[src/rtl/mrq_pkg.sv]
`default_nettype none
// ----------------------------------------------------------------------------
// mrq_pkg
// Shared widths, codes, microcode step addresses and control types for the
// length-prefixed message ring queue.
// ----------------------------------------------------------------------------
package mrq_pkg;

	localparam int DEF_BUFFER_BYTES = 64;
	localparam int MAX_MSG_BYTES    = 16;

	localparam int MODE_W   = 2;
	localparam int MSG_W    = 64;
	localparam int LEN_W    = 5;
	localparam int STATUS_W = 3;
	localparam int BYTE_W   = 8;
	localparam int CNT_W    = 4;          // byte index within a message
	localparam int OFS_W    = LEN_W + 1;  // pointer offsets up to length + 1

	// request modes
	localparam logic [MODE_W-1:0] MODE_PUSH  = 2'd0;
	localparam logic [MODE_W-1:0] MODE_POP   = 2'd1;
	localparam logic [MODE_W-1:0] MODE_CLEAR = 2'd2;

	// result status
	localparam logic [STATUS_W-1:0] ST_OK         = 3'd0;
	localparam logic [STATUS_W-1:0] ST_OK_FLUSHED = 3'd1;
	localparam logic [STATUS_W-1:0] ST_BAD_LENGTH = 3'd2;
	localparam logic [STATUS_W-1:0] ST_OVERFLOW   = 3'd3;
	localparam logic [STATUS_W-1:0] ST_EMPTY      = 3'd4;
	localparam logic [STATUS_W-1:0] ST_BAD_STORED = 3'd5;

	// datapath operations
	localparam int OP_W = 4;
	localparam logic [OP_W-1:0] OP_NONE     = 4'd0;
	localparam logic [OP_W-1:0] OP_FLUSH    = 4'd1;
	localparam logic [OP_W-1:0] OP_WR_DATA  = 4'd2;
	localparam logic [OP_W-1:0] OP_WR_LEN   = 4'd3;
	localparam logic [OP_W-1:0] OP_RD_LEN   = 4'd4;
	localparam logic [OP_W-1:0] OP_RD_FIRST = 4'd5;
	localparam logic [OP_W-1:0] OP_RD_DATA  = 4'd6;
	localparam logic [OP_W-1:0] OP_POP_DONE = 4'd7;
	localparam logic [OP_W-1:0] OP_CLEAR    = 4'd8;
	localparam logic [OP_W-1:0] OP_EMIT     = 4'd9;

	// jump conditions
	localparam int COND_W = 4;
	localparam logic [COND_W-1:0] C_NONE      = 4'd0;
	localparam logic [COND_W-1:0] C_ALWAYS    = 4'd1;
	localparam logic [COND_W-1:0] C_DISPATCH  = 4'd2;
	localparam logic [COND_W-1:0] C_BADLEN    = 4'd3;
	localparam logic [COND_W-1:0] C_FITS      = 4'd4;
	localparam logic [COND_W-1:0] C_NOFIT     = 4'd5;
	localparam logic [COND_W-1:0] C_EMPTY     = 4'd6;
	localparam logic [COND_W-1:0] C_BADSTORED = 4'd7;
	localparam logic [COND_W-1:0] C_MORE      = 4'd8;
	localparam logic [COND_W-1:0] C_HOLD_OUT  = 4'd9;

	// microprogram addresses
	localparam int PC_W = 5;
	localparam logic [PC_W-1:0] STEP_IDLE    = 5'd0;
	localparam logic [PC_W-1:0] STEP_P_CHK   = 5'd1;
	localparam logic [PC_W-1:0] STEP_P_FIT   = 5'd2;
	localparam logic [PC_W-1:0] STEP_P_FLUSH = 5'd3;
	localparam logic [PC_W-1:0] STEP_P_REFIT = 5'd4;
	localparam logic [PC_W-1:0] STEP_P_WR    = 5'd5;
	localparam logic [PC_W-1:0] STEP_P_LEN   = 5'd6;
	localparam logic [PC_W-1:0] STEP_Q_CHK   = 5'd7;
	localparam logic [PC_W-1:0] STEP_Q_LEN   = 5'd8;
	localparam logic [PC_W-1:0] STEP_Q_DATA  = 5'd9;
	localparam logic [PC_W-1:0] STEP_Q_DONE  = 5'd10;
	localparam logic [PC_W-1:0] STEP_EMIT    = 5'd11;
	localparam logic [PC_W-1:0] STEP_CLR     = 5'd12;
	localparam logic [PC_W-1:0] STEP_NOP     = 5'd13;
	localparam logic [PC_W-1:0] STEP_S_BADLEN = 5'd14;
	localparam logic [PC_W-1:0] STEP_S_OVF    = 5'd15;
	localparam logic [PC_W-1:0] STEP_S_EMPTY  = 5'd16;
	localparam logic [PC_W-1:0] STEP_S_BADST  = 5'd17;
	localparam logic [PC_W-1:0] STEP_LAST     = 5'd17;

	typedef struct packed {
		logic [OP_W-1:0]     op;
		logic [COND_W-1:0]   cond;
		logic [PC_W-1:0]     target;
		logic                st_we;
		logic [STATUS_W-1:0] st;
	} ctrl_t;

	typedef struct packed {
		logic bad_len;
		logic fits;
		logic empty;
		logic bad_stored;
		logic more;
		logic out_busy;
	} cond_t;

endpackage
`default_nettype wire

[src/rtl/mrq_if.sv]
`default_nettype none
// ----------------------------------------------------------------------------
// mrq_if
// Valid/ready channels of the message ring queue: request and result.
// ----------------------------------------------------------------------------
interface mrq_in_if;
	import mrq_pkg::*;

	logic              valid;
	logic              ready;
	logic [MODE_W-1:0] mode;
	logic [MSG_W-1:0]  msg_low;
	logic [MSG_W-1:0]  msg_high;
	logic [LEN_W-1:0]  msg_length;

	modport source (output valid, mode, msg_low, msg_high, msg_length, input ready);
	modport sink   (input valid, mode, msg_low, msg_high, msg_length, output ready);
endinterface

interface mrq_out_if;
	import mrq_pkg::*;

	logic                valid;
	logic                ready;
	logic [STATUS_W-1:0] status;
	logic [MSG_W-1:0]    out_low;
	logic [MSG_W-1:0]    out_high;
	logic [LEN_W-1:0]    out_length;

	modport source (output valid, status, out_low, out_high, out_length, input ready);
	modport sink   (input valid, status, out_low, out_high, out_length, output ready);
endinterface
`default_nettype wire

[src/rtl/mrq_ucode_rom.sv]
`default_nettype none
// ----------------------------------------------------------------------------
// mrq_ucode_rom
// Control store: one control word per microprogram step.
// ----------------------------------------------------------------------------
module mrq_ucode_rom (
	input  logic [mrq_pkg::PC_W-1:0] pc,
	output mrq_pkg::ctrl_t           ctrl
);
	import mrq_pkg::*;

	function automatic ctrl_t word(input logic [OP_W-1:0] op,
			input logic [COND_W-1:0] cond, input logic [PC_W-1:0] target,
			input logic st_we, input logic [STATUS_W-1:0] st);
		ctrl_t w;
		w.op     = op;
		w.cond   = cond;
		w.target = target;
		w.st_we  = st_we;
		w.st     = st;
		return w;
	endfunction

	always_comb begin
		case (pc)
			STEP_IDLE:     ctrl = word(OP_NONE, C_DISPATCH, STEP_IDLE, 1'b0, ST_OK);
			// push
			STEP_P_CHK:    ctrl = word(OP_NONE, C_BADLEN, STEP_S_BADLEN, 1'b0, ST_OK);
			STEP_P_FIT:    ctrl = word(OP_NONE, C_FITS, STEP_P_WR, 1'b0, ST_OK);
			STEP_P_FLUSH:  ctrl = word(OP_FLUSH, C_NONE, STEP_IDLE, 1'b1, ST_OK_FLUSHED);
			STEP_P_REFIT:  ctrl = word(OP_NONE, C_NOFIT, STEP_S_OVF, 1'b0, ST_OK);
			STEP_P_WR:     ctrl = word(OP_WR_DATA, C_MORE, STEP_P_WR, 1'b0, ST_OK);
			STEP_P_LEN:    ctrl = word(OP_WR_LEN, C_ALWAYS, STEP_EMIT, 1'b0, ST_OK);
			// pop
			STEP_Q_CHK:    ctrl = word(OP_RD_LEN, C_EMPTY, STEP_S_EMPTY, 1'b0, ST_OK);
			STEP_Q_LEN:    ctrl = word(OP_RD_FIRST, C_BADSTORED, STEP_S_BADST, 1'b0, ST_OK);
			STEP_Q_DATA:   ctrl = word(OP_RD_DATA, C_MORE, STEP_Q_DATA, 1'b0, ST_OK);
			STEP_Q_DONE:   ctrl = word(OP_POP_DONE, C_NONE, STEP_IDLE, 1'b0, ST_OK);
			// result out, waits for a free output register
			STEP_EMIT:     ctrl = word(OP_EMIT, C_HOLD_OUT, STEP_IDLE, 1'b0, ST_OK);
			STEP_CLR:      ctrl = word(OP_CLEAR, C_ALWAYS, STEP_EMIT, 1'b0, ST_OK);
			STEP_NOP:      ctrl = word(OP_NONE, C_ALWAYS, STEP_EMIT, 1'b0, ST_OK);
			STEP_S_BADLEN: ctrl = word(OP_NONE, C_ALWAYS, STEP_EMIT, 1'b1, ST_BAD_LENGTH);
			STEP_S_OVF:    ctrl = word(OP_NONE, C_ALWAYS, STEP_EMIT, 1'b1, ST_OVERFLOW);
			STEP_S_EMPTY:  ctrl = word(OP_NONE, C_ALWAYS, STEP_EMIT, 1'b1, ST_EMPTY);
			STEP_S_BADST:  ctrl = word(OP_NONE, C_ALWAYS, STEP_EMIT, 1'b1, ST_BAD_STORED);
			default:       ctrl = word(OP_NONE, C_ALWAYS, STEP_IDLE, 1'b0, ST_OK);
		endcase
	end

endmodule
`default_nettype wire

[src/rtl/mrq_sequencer.sv]
`default_nettype none
// ----------------------------------------------------------------------------
// mrq_sequencer
// Step counter with conditional jumps and mode dispatch over the control store.
// ----------------------------------------------------------------------------
module mrq_sequencer (
	input  logic                       clk,
	input  logic                       arst_n,
	input  logic                       req_valid,
	input  logic [mrq_pkg::MODE_W-1:0] mode,
	input  mrq_pkg::cond_t             flags,
	output mrq_pkg::ctrl_t             ctrl,
	output logic                       idle,
	output logic                       accept
);
	import mrq_pkg::*;

	logic [PC_W-1:0] pc_q;
	logic [PC_W-1:0] pc_inc;
	logic [PC_W-1:0] pc_next;
	logic [PC_W-1:0] dispatch;

	mrq_ucode_rom u_rom (
		.pc   (pc_q),
		.ctrl (ctrl)
	);

	assign idle   = (pc_q == STEP_IDLE);
	assign accept = idle && req_valid;
	assign pc_inc = pc_q + PC_W'(1);

	always_comb begin
		case (mode)
			MODE_PUSH:  dispatch = STEP_P_CHK;
			MODE_POP:   dispatch = STEP_Q_CHK;
			MODE_CLEAR: dispatch = STEP_CLR;
			default:    dispatch = STEP_NOP;
		endcase
	end

	always_comb begin
		case (ctrl.cond)
			C_NONE:      pc_next = pc_inc;
			C_ALWAYS:    pc_next = ctrl.target;
			C_DISPATCH:  pc_next = accept ? dispatch : pc_q;
			C_BADLEN:    pc_next = flags.bad_len ? ctrl.target : pc_inc;
			C_FITS:      pc_next = flags.fits ? ctrl.target : pc_inc;
			C_NOFIT:     pc_next = flags.fits ? pc_inc : ctrl.target;
			C_EMPTY:     pc_next = flags.empty ? ctrl.target : pc_inc;
			C_BADSTORED: pc_next = flags.bad_stored ? ctrl.target : pc_inc;
			C_MORE:      pc_next = flags.more ? ctrl.target : pc_inc;
			C_HOLD_OUT:  pc_next = flags.out_busy ? pc_q : ctrl.target;
			default:     pc_next = STEP_IDLE;
		endcase
	end

	always_ff @(posedge clk or negedge arst_n) begin
		if (!arst_n) begin
			pc_q <= STEP_IDLE;
		end else begin
			pc_q <= pc_next;
		end
	end

endmodule
`default_nettype wire

[src/rtl/mrq_datapath.sv]
`default_nettype none
// ----------------------------------------------------------------------------
// mrq_datapath
// Byte ring memory, read/write pointers, byte counter, message registers and
// the result register, driven by the control word of the current step.
// ----------------------------------------------------------------------------
module mrq_datapath #(
	parameter int BUFFER_BYTES = mrq_pkg::DEF_BUFFER_BYTES
) (
	input  logic                      clk,
	input  logic                      arst_n,
	input  mrq_pkg::ctrl_t            ctrl,
	input  logic                      accept,
	input  logic [mrq_pkg::MSG_W-1:0] msg_low,
	input  logic [mrq_pkg::MSG_W-1:0] msg_high,
	input  logic [mrq_pkg::LEN_W-1:0] msg_length,
	output mrq_pkg::cond_t            flags,
	mrq_out_if.source                 rsp
);
	import mrq_pkg::*;

	localparam int AW = $clog2(BUFFER_BYTES);
	localparam int SW = AW + 1;
	localparam logic [SW-1:0] RING_N = SW'(BUFFER_BYTES);

	// pointer + offset, wrapped once (offset never reaches the ring size)
	function automatic logic [AW-1:0] ring_add(input logic [AW-1:0] p,
			input logic [OFS_W-1:0] k);
		logic [SW-1:0] s;
		s = {1'b0, p} + SW'(k);
		if (s >= RING_N)
			s = s - RING_N;
		return s[AW-1:0];
	endfunction

	logic [BYTE_W-1:0]   mem [BUFFER_BYTES];
	logic [BYTE_W-1:0]   rdata_q;
	logic [AW-1:0]       rp_q;
	logic [AW-1:0]       wp_q;
	logic [LEN_W-1:0]    len_q;
	logic [CNT_W-1:0]    cnt_q;
	logic [2*MSG_W-1:0]  msg_q;
	logic [2*MSG_W-1:0]  data_q;
	logic                pop_ok_q;
	logic [STATUS_W-1:0] status_q;

	logic                out_valid_q;
	logic [STATUS_W-1:0] out_status_q;
	logic [MSG_W-1:0]    out_low_q;
	logic [MSG_W-1:0]    out_high_q;
	logic [LEN_W-1:0]    out_length_q;

	logic                mem_we;
	logic                mem_re;
	logic [AW-1:0]       waddr;
	logic [AW-1:0]       raddr;
	logic [BYTE_W-1:0]   wdata;
	logic [SW-1:0]       room;
	logic [SW-1:0]       need;
	logic [OFS_W-1:0]    len_step;
	logic                emit_fire;

	assign len_step  = OFS_W'(len_q) + OFS_W'(1);
	assign emit_fire = (ctrl.op == OP_EMIT) && !flags.out_busy;

	// room check: free run from the write pointer to the read pointer, an
	// empty ring counts as the whole ring
	always_comb begin
		if (rp_q > wp_q)
			room = {1'b0, rp_q} - {1'b0, wp_q};
		else
			room = {1'b0, rp_q} + RING_N - {1'b0, wp_q};
		need = SW'(len_step);
	end

	always_comb begin
		flags.bad_len    = (len_q == '0) || (len_q > LEN_W'(MAX_MSG_BYTES));
		flags.fits       = room > need;
		flags.empty      = (rp_q == wp_q);
		flags.bad_stored = (rdata_q == '0) || (rdata_q > BYTE_W'(MAX_MSG_BYTES));
		flags.more       = {1'b0, cnt_q} != (len_q - LEN_W'(1));
		flags.out_busy   = out_valid_q && !rsp.ready;
	end

	always_comb begin
		mem_we = 1'b0;
		mem_re = 1'b0;
		waddr  = wp_q;
		raddr  = rp_q;
		wdata  = msg_q[{cnt_q, 3'b000} +: BYTE_W];
		case (ctrl.op)
			OP_WR_DATA: begin
				mem_we = 1'b1;
				waddr  = ring_add(wp_q, OFS_W'(cnt_q) + OFS_W'(1));
			end
			OP_WR_LEN: begin
				mem_we = 1'b1;
				wdata  = BYTE_W'(len_q);
			end
			OP_RD_LEN: begin
				mem_re = 1'b1;
			end
			OP_RD_FIRST: begin
				mem_re = 1'b1;
				raddr  = ring_add(rp_q, OFS_W'(1));
			end
			OP_RD_DATA: begin
				// fetch one ahead; the last fetch lands past the message, unused
				mem_re = 1'b1;
				raddr  = ring_add(rp_q, OFS_W'(cnt_q) + OFS_W'(2));
			end
			default: begin
			end
		endcase
	end

	always_ff @(posedge clk) begin
		if (mem_we)
			mem[waddr] <= wdata;
		if (mem_re)
			rdata_q <= mem[raddr];
	end

	always_ff @(posedge clk or negedge arst_n) begin
		if (!arst_n) begin
			rp_q <= '0;
			wp_q <= '0;
		end else begin
			case (ctrl.op)
				OP_FLUSH, OP_CLEAR: begin
					rp_q <= '0;
					wp_q <= '0;
				end
				OP_WR_LEN:   wp_q <= ring_add(wp_q, len_step);
				OP_POP_DONE: rp_q <= ring_add(rp_q, len_step);
				default: begin
				end
			endcase
		end
	end

	always_ff @(posedge clk) begin
		if (accept) begin
			len_q    <= msg_length;
			msg_q    <= {msg_high, msg_low};
			data_q   <= '0;
			cnt_q    <= '0;
			pop_ok_q <= 1'b0;
			status_q <= ST_OK;
		end else begin
			if (ctrl.st_we)
				status_q <= ctrl.st;
			case (ctrl.op)
				OP_WR_DATA: cnt_q <= cnt_q + CNT_W'(1);
				OP_RD_FIRST: begin
					len_q <= rdata_q[LEN_W-1:0];
					cnt_q <= '0;
				end
				OP_RD_DATA: begin
					data_q[{cnt_q, 3'b000} +: BYTE_W] <= rdata_q;
					cnt_q <= cnt_q + CNT_W'(1);
				end
				OP_POP_DONE: pop_ok_q <= 1'b1;
				default: begin
				end
			endcase
		end
	end

	always_ff @(posedge clk or negedge arst_n) begin
		if (!arst_n) begin
			out_valid_q <= 1'b0;
		end else if (emit_fire) begin
			out_valid_q <= 1'b1;
		end else if (rsp.ready) begin
			out_valid_q <= 1'b0;
		end
	end

	always_ff @(posedge clk) begin
		if (emit_fire) begin
			out_status_q <= status_q;
			out_low_q    <= data_q[MSG_W-1:0];
			out_high_q   <= data_q[2*MSG_W-1:MSG_W];
			out_length_q <= pop_ok_q ? len_q : '0;
		end
	end

	assign rsp.valid      = out_valid_q;
	assign rsp.status     = out_status_q;
	assign rsp.out_low    = out_low_q;
	assign rsp.out_high   = out_high_q;
	assign rsp.out_length = out_length_q;

`ifndef NO_ASSERTIONS
	a_ptr_range: assert property (@(posedge clk) disable iff (!arst_n)
		({1'b0, rp_q} < RING_N) && ({1'b0, wp_q} < RING_N))
		else $error("ring pointer out of range");

	a_flush_empties: assert property (@(posedge clk) disable iff (!arst_n)
		(ctrl.op == OP_FLUSH) |=> (rp_q == '0) && (wp_q == '0) && flags.fits)
		else $error("flush left queue non-empty or without room");

	a_data_len_ok: assert property (@(posedge clk) disable iff (!arst_n)
		(ctrl.op == OP_WR_DATA || ctrl.op == OP_RD_DATA) |->
		(len_q != '0) && (len_q <= LEN_W'(MAX_MSG_BYTES)))
		else $error("byte loop with bad message length");

	a_pop_result: assert property (@(posedge clk) disable iff (!arst_n)
		(rsp.valid && rsp.out_length != '0) |-> (rsp.status == ST_OK))
		else $error("popped data with failing status");
`endif

endmodule
`default_nettype wire

[src/rtl/message_ring_queue.sv]
`default_nettype none
// ----------------------------------------------------------------------------
// message_ring_queue
// Byte ring queue of length-prefixed messages, run by a microcoded sequencer.
// ----------------------------------------------------------------------------
// Each request is handled to completion by a small microprogram over a
// byte-wide ring memory with one write and one read port, so every message
// byte takes its own microprogram step. A push that does not fit flushes
// the queue and is retried once. The next request is taken as soon as the
// result sits in the output register, even if it has not been taken yet;
// the block only stalls when a second result is ready while the first
// still waits. No clearing pass after reset.
module message_ring_queue #(
	parameter int BUFFER_BYTES = mrq_pkg::DEF_BUFFER_BYTES
) (
	input  logic      clk,
	input  logic      arst_n,
	mrq_in_if.sink    req,
	mrq_out_if.source rsp
);
	import mrq_pkg::*;

	ctrl_t ctrl;
	cond_t flags;
	logic  idle;
	logic  accept;

	assign req.ready = idle;

	mrq_sequencer u_seq (
		.clk       (clk),
		.arst_n    (arst_n),
		.req_valid (req.valid),
		.mode      (req.mode),
		.flags     (flags),
		.ctrl      (ctrl),
		.idle      (idle),
		.accept    (accept)
	);

	mrq_datapath #(
		.BUFFER_BYTES (BUFFER_BYTES)
	) u_dp (
		.clk        (clk),
		.arst_n     (arst_n),
		.ctrl       (ctrl),
		.accept     (accept),
		.msg_low    (req.msg_low),
		.msg_high   (req.msg_high),
		.msg_length (req.msg_length),
		.flags      (flags),
		.rsp        (rsp)
	);

endmodule
`default_nettype wire

[src/flat_wrapper.sv]
// flat-port wrapper written by rule: the top's interface ports become plain ports
module message_ring_queue_flat import mrq_pkg::*;
#(
	parameter int BUFFER_BYTES = mrq_pkg::DEF_BUFFER_BYTES
)
  (clk, arst_n, req_valid, req_mode, req_msg_low, req_msg_high, req_msg_length, req_ready, rsp_valid, rsp_status, rsp_out_low, rsp_out_high, rsp_out_length, rsp_ready);
  mrq_in_if req_i ();
  mrq_out_if rsp_i ();
  input  logic clk;
  input  logic arst_n;
  input wire logic [$bits(req_i.valid)-1:0] req_valid;
  input wire logic [$bits(req_i.mode)-1:0] req_mode;
  input wire logic [$bits(req_i.msg_low)-1:0] req_msg_low;
  input wire logic [$bits(req_i.msg_high)-1:0] req_msg_high;
  input wire logic [$bits(req_i.msg_length)-1:0] req_msg_length;
  output wire logic [$bits(req_i.ready)-1:0] req_ready;
  output wire logic [$bits(rsp_i.valid)-1:0] rsp_valid;
  output wire logic [$bits(rsp_i.status)-1:0] rsp_status;
  output wire logic [$bits(rsp_i.out_low)-1:0] rsp_out_low;
  output wire logic [$bits(rsp_i.out_high)-1:0] rsp_out_high;
  output wire logic [$bits(rsp_i.out_length)-1:0] rsp_out_length;
  input wire logic [$bits(rsp_i.ready)-1:0] rsp_ready;
  assign req_i.valid = req_valid;
  assign req_i.mode = req_mode;
  assign req_i.msg_low = req_msg_low;
  assign req_i.msg_high = req_msg_high;
  assign req_i.msg_length = req_msg_length;
  assign req_ready = req_i.ready;
  assign rsp_valid = rsp_i.valid;
  assign rsp_status = rsp_i.status;
  assign rsp_out_low = rsp_i.out_low;
  assign rsp_out_high = rsp_i.out_high;
  assign rsp_out_length = rsp_i.out_length;
  assign rsp_i.ready = rsp_ready;
  message_ring_queue #(.BUFFER_BYTES(BUFFER_BYTES)) u_core (.clk(clk), .arst_n(arst_n), .req(req_i), .rsp(rsp_i));
endmodule
[config.mk]
export PLATFORM = sky130hd
export DESIGN_NAME = message_ring_queue_flat
export DESIGN_NICKNAME = d
export VERILOG_FILES = /design/src/rtl/mrq_pkg.sv /design/src/rtl/mrq_if.sv /design/src/rtl/mrq_ucode_rom.sv /design/src/rtl/mrq_sequencer.sv /design/src/rtl/mrq_datapath.sv /design/src/rtl/message_ring_queue.sv /design/src/flat_wrapper.sv
export SDC_FILE = /design/constraint.sdc
export NUM_CORES = 1
export LEC_CHECK = 0
export BUFFER_PORTS_ARGS = -buffer_cell sky130_fd_sc_hd__buf_2
export CORE_MARGIN = 10
export CORE_UTILIZATION = 35
export CTS_CLUSTER_DIAMETER = 50
export DETAILED_ROUTE_END_ITERATION = 12
export HOLD_SLACK_MARGIN = 0.05
export PLACE_DENSITY_LB_ADDON = 0.12
export SYNTH_ARGS = -nofsm -noshare
export SYNTH_HDL_FRONTEND = slang
export SYNTH_HIERARCHICAL = 1
export SYNTH_SLANG_ARGS = --single-unit
[constraint.sdc]
create_clock -name clk -period 9.4 [get_ports clk]
set_input_delay 0.94 -clock clk [delete_from_list [all_inputs] [get_ports clk]]
set_output_delay 0.94 -clock clk [all_outputs]
set_load 0.05 [all_outputs]
# Word-level counts from Yosys, hierarchy flattened
# Memories as Yosys holds them, arrays and structs flattened. A register that Yosys moved wholly into a read port is not among the register bits.
# Index checks and enable logic that the tools add are counted.
word_totals:
  regBits: 423
  mem_bits_rw: 512
  romBits: 544
  input_bits: 139
  output_inout_bits: 138
  wordCells: 125
  memories: 2
op_classes:
  add_sub_neg: 20
  n_lt_le_gt_ge: 9
  eq_ne: 24
  n_shift: 3
  n_mux: 31
  n_reduce_logical: 22
memory_table:
  columns: ["memory", "depth", "width", "rd", "rd_ports_with_merged_regs", "write_ports", "line", "source"]
  rows:
  - ["(no name shown)", 32, 17, 1, 0, 0, "mrq_ucode_rom.sv:25", "case (pc)"]
  - ["u_core.u_dp.mem", 64, 8, 1, 1, 1, "mrq_datapath.sv:36", "logic [BYTE_W-1:0] mem [BUFFER_BYTES];"]
ops:
  columns: ["cell", "n"]
  rows:
  - ["128-bit bitwise mux", 1]
  - ["8-bit by 9-bit variable shift with 128-bit output, first input constant", 1]
  - ["128-bit by 8-bit indexed part select with 8-bit output", 1]
  - ["8-bit by 9-bit indexed part select with 128-bit output", 1]
  - ["5-bit two-way mux", 10]
  - ["5-bit one-hot mux with 10 select lines", 1]
  - ["6-bit two-way mux", 6]
  - ["6-bit one-hot mux with 2 select lines", 3]
  - ["7-bit greater-or-equal comparator, second input constant", 5]
  - ["4-bit by 3-bit == test with 1-bit output, second input constant", 8]
  - ["6-bit by 1-bit subtractor with 6-bit output, second input constant", 5]
  - ["4-bit by 2-bit == test with 1-bit output, second input constant", 4]
  - ["4-bit == test, second input constant", 4]
  - ["6-bit by 5-bit adder with 7-bit output", 2]
  - ["6-bit by 6-bit adder with 7-bit output", 2]
  - ["4-bit one-hot mux with 3 select lines", 1]
  - ["5-bit zero test", 2]
  - ["2-bit nonzero test", 5]
  - ["7-bit negator with 9-bit output", 1]
  - ["4-bit by 1-bit == test with 1-bit output, second input constant", 2]
  - ["8-bit by 5-bit > comparator with 1-bit output, second input constant", 1]
  - ["8-bit zero test", 1]
  - ["8-bit two-way mux", 1]
  - ["4-bit one-hot mux with 2 select lines", 1]
  - ["other kinds (28)", 40]

# Depth between registers and ports, before layout
# Gate-level depths: netlist (run 1).
logic_depth:
  depth_word: 6
  mapped_depth: 20
  ltp_nobuf: 20

# Cells and area by module
# The synthesis (run 1) kept the hierarchy.
modules_own_cells:
  columns: ["mod", "n_inst", "cells_each", "area_per_inst_um2", "seq_area_each_um2"]
  rows:
  - ["mrq_datapath", 1, 2693, 37372.1, 26740.6]
  - ["mrq_sequencer", 1, 83, 680.7, 125.1]
  - ["mrq_ucode_rom", 1, 64, 411.6, 0.0]

# Least setup slack after synthesis (run 1)
# No wires, ideal clock.
synth_timing:
  path_kind: "register -> register"
  from: "reg u_core.u_seq.pc_q[0]"
  to: "reg u_core.u_dp.out_high_q[0], in the netlist u_core/u_dp/rsp.out_high[0] (enable)"
  setup_time_ns: 0.632
  t_arrival_ns: 7.415
  required_time_ns: 8.768
  slack_ns: 1.352
  stages_incl_launch_ff: 11
  path_buffers: 2
  synth_period_minus_slack_ns: 8.048
  cell_sequence: "dfrtp_1 > inv_1 > ha_1 > inv_1 > nor3_1 > buf_2 > buf_4 > nand2b_1 > nor2_1 > nand2_1 > nor2_1"
synth_lines:
  columns: ["element", "line", "source"]
  rows:
  - ["from (decl)", "mrq_sequencer.sv:18", "logic [PC_W-1:0] pc_q;"]
  - ["from (signal assigned)", "mrq_sequencer.sv:61", "pc_q <= pc_next;"]
  - ["to (signal assigned)", "mrq_datapath.sv:184", "out_high_q <= data_q[2*MSG_W-1:MSG_W];"]
  - ["to (decl)", "mrq_datapath.sv:50", "logic [MSG_W-1:0] out_high_q;"]

==> reports/metrics.yaml, run 1 <==
grt_max_degree: 157
yosysWarnings: 6
syn-instance-count: 2840
rrSetupSlack_ns: 3.76
die_w_um: 352
status: "complete, no violations"
tightestPinTransition_ns: 1.16
cts_tree: "built"
finalSetupTns_ns: 0
maxSlewViolCount: 0
criticalPathCategory: "flop to flop"
critPathLaunchType: "flop"
register_area_sq_mm: 0.0269
cp_slowest_stage_delay_ns: 0.88
syn2layout_area_growth_pct: 17.5
min_period_over_period: 0.600
wl_per_cell_um: 23.7
gr-usage-all-layers: 0.174
yosys_register_bits: 943
cts_sinks: 943
routed_wl_um: 110000
cts_buffers: 112
fin_crit_ns: 5.64
viasPerCell: 5.23
layout_commonest_cell: "edfxtp_1"
relSlewSlack: 0.226
grt_pass1_vias: 24400
ys_seq_area_frac: 0.698
final_cell_mix: "789 x edfxtp_1, 452 x nand2_1, 276 x buf_2"
fp-row-count: 121
drt_pass1_iterations: 5
num_io_pins: 277
gp_congestion: 0.799
port_buffers: 276
ys.flop_type: "edfxtp_1"
cts_setup_buffers: 0
hold_buffers: 0
fin_skew_ns: 0.0312
cap_violations: 0
rsz0062_at_grt: "no"
die-area_sq_mm: 0.124
syn_area_sq_mm: 0.0385
vias: 24300
antenna_found_initial: 3
final_util: 0.414
drc_errors: 0
cts_root_buffer: "clkbuf_16"
fmax_mhz: 177
endpoint_kind: "flop"
cpMaxStageDelayCell: "a221oi_1"
synth_edf_count: 789
htreeDepth: 3
cp_max_fo: 100
synth_cell_types: 79
clk_pin_slew_ns: 0.06
worstPathArrival_ns: 6.21
avgSynthCellArea_sq_um: 13.5
crit_family: "compound AO/OA/AOI/OAI gates"
nFillCells: 10100
crit_buf_inv: 5
critPathRequiredTime_ns: 9.96
synth_async_sr_flop_share: 0.0191
ctsResizeCount: 0
drt_iter0_drc: 1827
crit_chain: "inv_1, ha_1, inv_1, nor3_2, buf_4, and4bb_4, a221oi_4, buf_4, nand2_8, buf_4, a211oi_1, a311oi_1, o21ai_0, a221oi_1, a31o_1"
synth_fp_nets: 3035
postRouteAntennaNets: 0
path_common_cell: "buf_4"
core_sq_mm: 0.109
final_nets: 3316
grt_pass1_wl_um: 163000
grt.overflow.total: 0
multi_input_area_sq_mm: 0.0108
p_leak_uw: 0.0163
drive_gt1_frac: 0.180
start_util: 0.353
irDropWorstVdd_mv: 0.291
clock_latency_ns: 0.69
final-hold-violation-count: 0
die_y_um: 352
setup_violations: 0
clockBufferDepth: 3
place_hpwl_um: 71300
p_per_area_mw_per_mm2: 328
worst_hold_path_type: "input pin to async pin"
[registers in the layout, indices dropped and copies added (netlist names), 3 cells and up]
signal	cells
u_core/u_dp/rsp.out_high	64
u_core/u_dp/rsp.out_low	64
u_core/u_dp/rsp.status	3
u_core/u_dp/cnt_q	4
u_core/u_dp/wp_q	6
u_core/u_seq/pc_q	5
u_core/u_dp/rp_q	6
u_core/u_dp/len_q	5
u_core/u_dp/data_q	128
u_core/u_dp/rsp.out_length	5
u_core/u_dp/status_q	3
u_core/u_dp/mem	512
u_core/u_dp/msg_q	128
u_core/u_dp/rdata_q	8
[through the flow]
step | area [sq um] | total power (uW) | setup WS [ns] | hold WS (ns) | instances
floorplan | 38500 | 8800 | 1.35 | 0.402 | 2840
global placement | 41300 | 10400 | 3.89 | 0.414 | 4421
detailed placement | 41300 | 10500 | 3.87 | 0.417 | 4421
CTS | 45200 | 15000 | 3.86 | 0.216 | 4631
global route | 45200 | 15600 | 3.56 | 0.247 | 4634
finish | 45200 | 14800 | 3.76 | 0.239 | 4634
[where the power goes]
part,leakage (uW),switching [uW],internal [uW]
Sequential,0.00852,218,5390
Clock,0.00188,1760,2670
Combinational,0.00586,3450,1340
Total,0.0163,5420,9400
[layout make-up]
class                      count  share of cell area
antenna                        3            0.000166
clock buffer                 134              0.0664
clock inverter                76              0.0185
inverter                      47             0.00407
multi-input combinational   1702               0.239
sequential                   943               0.595
tap                         1414              0.0392
timing repair buffer         315              0.0376
[path summary, 6_finish.rpt]
| path | from | endpoint | depth (start not counted) |
|---|---|---|---|
| worst max-delay path | u_core/u_seq/pc_q[1]$_DFFE_PN0P_ | u_core/u_dp/rdata_q[0]$_DFFE_PP_ | 15 |
| worst min-delay path | arst_n | u_core/u_dp/rsp.valid$_DFFE_PN0P_ | 1 |
| worst max register to register | u_core/u_seq/pc_q[1]$_DFFE_PN0P_ | u_core/u_dp/rdata_q[0]$_DFFE_PP_ | 15 |
| worst min register to register | u_core/u_dp/data_q[21]$_SDFFE_PP0P_ | u_core/u_dp/rsp.out_low[21]$_DFFE_PP_ | 0 |
| max in group asynchronous | arst_n | u_core/u_dp/rp_q[0]$_DFFE_PN0P_ | 1 |
| min in group clk | req_msg_high[52] | u_core/u_dp/msg_q[116]$_DFFE_PP_ | 1 |
[cells in the mapped netlist (all sizes together) (15+ instances only)]
| master | instances | area (sq um) |
|---|---|---|
| a211oi | 37 | 278 |
| a21oi | 92 | 460 |
| a311oi | 15 | 131 |
| a31oi | 48 | 300 |
| a32oi | 17 | 149 |
| and2 | 23 | 144 |
| and3 | 47 | 294 |
| buf | 92 | 531 |
| clkbuf | 56 | 210 |
| dfrtp | 18 | 450 |
| dfxtp | 136 | 2720 |
| edfxtp | 789 | 23700 |
| ha | 51 | 638 |
| inv | 47 | 176 |
| mux2i | 175 | 1750 |
| mux4 | 27 | 608 |
| nand2 | 454 | 1710 |
| nand3 | 144 | 731 |
| nor2 | 230 | 878 |
| nor3 | 24 | 130 |
| o21ai | 69 | 345 |
| o221ai | 31 | 272 |
| xnor2 | 20 | 175 |
| xor2 | 18 | 158 |
[cell families (layout without fill, tap and decap cells)]
group / count (synthesis) / count (layout) / synth area share
other cells: 0 / 3 / 0
fa+ha+maj: 56 / 56 / 0.0192
mux: 211 / 211 / 0.0640
xor+xnor: 38 / 38 / 0.00865
simple gates: 1001 / 1001 / 0.116
flops: 943 / 943 / 0.698
buf+inv: 195 / 572 / 0.0238
compound gates: 396 / 396 / 0.0694
[metal layers]
| layer | GRT usage | share of wire |
|---|---|---|
| met3 | 0.0293 | 0.056 |
| met4 | 0.0478 | 0.021 |
| met5 | 0 | 0 |
| met2 | 0.303 | 0.50 |
| met1 | 0.223 | 0.42 |
Power figures use the tool's default switching activity.
==> inputs of run 2 (changes only) <==
Clock period 9.4 ns to 5.6 ns, I/O delays scaled along.
==> run 2 against run 1 <==
- combinational power rose by 77%
- via count rose by 3.5%
- first-iteration DRC count up 12%
- critical path depth did not move
- count of clock-buffer cells in the layout decreased by 2
- clock power increased by 72%
- core utilization increased by 1.6 points
- hold slack got worse by 0.14 ns
- critical path type unchanged
==> reports/metrics.yaml, run 2 (synthesized netlist as in run 1, its figures left out) <==
drt_iter0_drc: 2052  # was 1827
core_sq_mm: 0.109  # unchanged
critPathRequiredTime_ns: 6.17  # was 9.96 ns
htreeDepth: 3  # unchanged
finalWorstSetupSlack_ns: 0.643  # was 3.76 ns
finalSetupTns_ns: 0  # unchanged
preCtsSetupSlack_ns: 0.677  # was 3.87 ns
die-area_sq_mm: 0.124  # unchanged
cts_root_buffer: "clkbuf_16"  # unchanged
top_regs: "u_core/u_dp/mem: 512 flops, u_core/u_dp/data_q: 128 flops, u_core/u_dp/msg_q: 128 flops"  # unchanged
cts_tree: "built"  # unchanged
ctsResizeCount: 0  # unchanged
grt_max_degree: 127  # was 157
grt_pass1_wl_um: 167000  # was 163000 um
rrSetupSlack_ns: 0.64  # was 3.76 ns
gr-usage-all-layers: 0.178  # was 0.174
vias: 25100  # was 24300
min_to: "u_core/u_dp/msg_q[38]$_DFFE_PP_"
clockBufferDepth: 3  # unchanged
die_y_um: 352  # unchanged
maxSlewViolCount: 0  # unchanged
gp_congestion: 0.898  # was 0.799
fin_crit_ns: 4.96  # was 5.64 ns
status: "complete, no violations"  # unchanged
endpoint_kind: "flop"  # unchanged
worstPathArrival_ns: 5.53  # was 6.21 ns
largest_reg_flops: 512  # unchanged
port_buffers: 276  # unchanged
reg2reg_from: "u_core/u_seq/pc_q[1]$_DFFE_PN0P_"  # unchanged
place_hpwl_um: 74800  # was 71300 um
worstReg2RegEnd: "u_core/u_dp/rdata_q[1]$_DFFE_PP_"  # was u_core/u_dp/rdata_q[0]$_DFFE_PP_
drt_pass1_iterations: 6  # was 5
irDropWorstVdd_mv: 0.350  # was 0.291 mV
final-hold-violation-count: 0  # unchanged
fmax_mhz: 202  # was 177 MHz
start_util: 0.353  # unchanged
cts_sinks: 943  # unchanged
fp-row-count: 121  # unchanged
setup_violations: 0  # unchanged
grt_pass1_vias: 25300  # was 24400
cp_max_fo: 26  # was 100
die_w_um: 352  # unchanged
layout_commonest_cell: "edfxtp_1"  # unchanged
top_register: "u_core/u_dp/mem"  # unchanged
rr_worst_depth: 15  # unchanged
hp-start: "req_msg_low[38]"
routed_wl_um: 112000  # was 110000 um
grt.overflow.total: 0  # unchanged
postRouteAntennaNets: 0  # unchanged
clk_pin_slew_ns: 0.06  # about the same
p_leak_uw: 0.0170  # was 0.0163 uW
fin_hold_ws_ns: 0.0991  # was 0.239 ns
cts_buffers: 111  # was 112
viasPerCell: 5.24  # was 5.23
antenna_found_initial: 2  # was 3
relSlewSlack: 0.155  # was 0.226
rsz0062_at_grt: "no"  # unchanged
cap_violations: 0  # unchanged
num_io_pins: 277  # unchanged
holdPathStages: 1
min_period_over_period: 0.885  # was 0.600
final_nets: 3476  # was 3316
wl_per_cell_um: 23.4  # was 23.7 um
final_cell_mix: "789 x edfxtp_1, 452 x nand2_1, 276 x buf_2"  # unchanged
clock_latency_ns: 0.71  # was 0.69 ns
criticalPathCategory: "flop to flop"  # unchanged
worst_hold_path_type: "input pin to flop"  # was input pin to async pin
critPathLaunchType: "flop"  # unchanged
syn2layout_area_growth_pct: 22.0  # was 17.5%
tightestPinTransition_ns: 1.27  # was 1.16 ns
fin_skew_ns: 0.0389  # was 0.0312 ns
drive_gt1_frac: 0.183  # was 0.180
drc_errors: 0  # unchanged
p_per_area_mw_per_mm2: 541  # was 328 mW/mm^2
run 2: changes by cell type in the layout (fill, tap and decap cells not counted), sizes merged:
cell / change
clkbuf: -2
dlygate4sd3: +128
clkinv: -13
diode: -2
buf: +33
inv: +9
clkinvlp: +6
run 2: report_power, final:
group          total [uW]  switching, uW  internal [uW]
Combinational        8480           5990           2490
Clock                7610           3070           4540
Sequential           9310            285           9030
Total               25400           9340          16100
run 2: how the worst max path moves through the flow:
stage	slack [ns]	start	end
3_5_place_dp	0.68	u_core/u_seq/pc_q[0]$_DFFE_PN0P_	u_core/u_dp/rdata_q[3]$_DFFE_PP_
2_1_floorplan	0.01	u_core/u_seq/pc_q[0]$_DFFE_PN0P_	u_core/u_dp/len_q[2]$_DFFE_PP_
6_report	0.64	u_core/u_seq/pc_q[1]$_DFFE_PN0P_	u_core/u_dp/rdata_q[1]$_DFFE_PP_
5_1_grt	0.32	u_core/u_seq/pc_q[1]$_DFFE_PN0P_	u_core/u_dp/rdata_q[0]$_DFFE_PP_
3_3_place_gp	0.74	u_core/u_seq/pc_q[0]$_DFFE_PN0P_	u_core/u_dp/rdata_q[3]$_DFFE_PP_
4_1_cts	0.66	u_core/u_seq/pc_q[0]$_DFFE_PN0P_	u_core/u_dp/rdata_q[3]$_DFFE_PP_
run 2: per-stage QoR:
| step | utilization | power [uW] | std cells | cell area [sq um] |
|---|---|---|---|---|
| CTS | 0.430 | 25600 | 4792 | 46900 |
| floorplan | - | 14800 | 2840 | 38500 |
| detailed placement | 0.382 | 17900 | 4454 | 41700 |
| finish | 0.430 | 25400 | 4793 | 46900 |
| global route | 0.430 | 26700 | 4793 | 46900 |
| global placement | 0.382 | 17800 | 4454 | 41700 |
run 2: worst max-delay path: stages (launching register included):
cell and delay [ns]:
dfrtp_1 0.58, inv_1 0.16, ha_1 0.26, nand2_1 0.09, o211ai_1 0.09, a21oi_1 0.49
and4bb_4 0.36, a221oi_4 0.43, and2_4 0.47, buf_4 0.34, nand2_1 0.08, a311oi_1 0.40
o21ai_0 0.21, a221oi_1 0.53, buf_4 0.23, a31o_1 0.09
run 2: cell type report:
| type | instances | area, sq um |
|---|---|---|
| diodes | 1 | 2.50 |
| clock inverters | 78 | 941 |
| flip-flops and latches | 943 | 26900 |
| fillers | 9917 | 62100 |
| well taps | 1414 | 1770 |
| repair buffers | 476 | 3340 |
| inverters | 47 | 184 |
| clock buffers | 132 | 3000 |
| multi-input cells | 1702 | 10800 |
run 2: metal layers:
layer,track usage,wire length (um),share of wire
met5,0,0,0
met4,0.0500,2600,0.023
met3,0.0343,6660,0.059
met2,0.302,54900,0.49
met1,0.230,48200,0.43
run 2: what timing repair did:
| item | 4_1_cts | 5_1_grt |
|---|---|---|
| hold buffers | 128 | 0 |
| setup endpoints to repair | 0 | 0 |
| endpoints found under the hold margin | 145 | 0 |
| setup buffers | 0 | 0 |
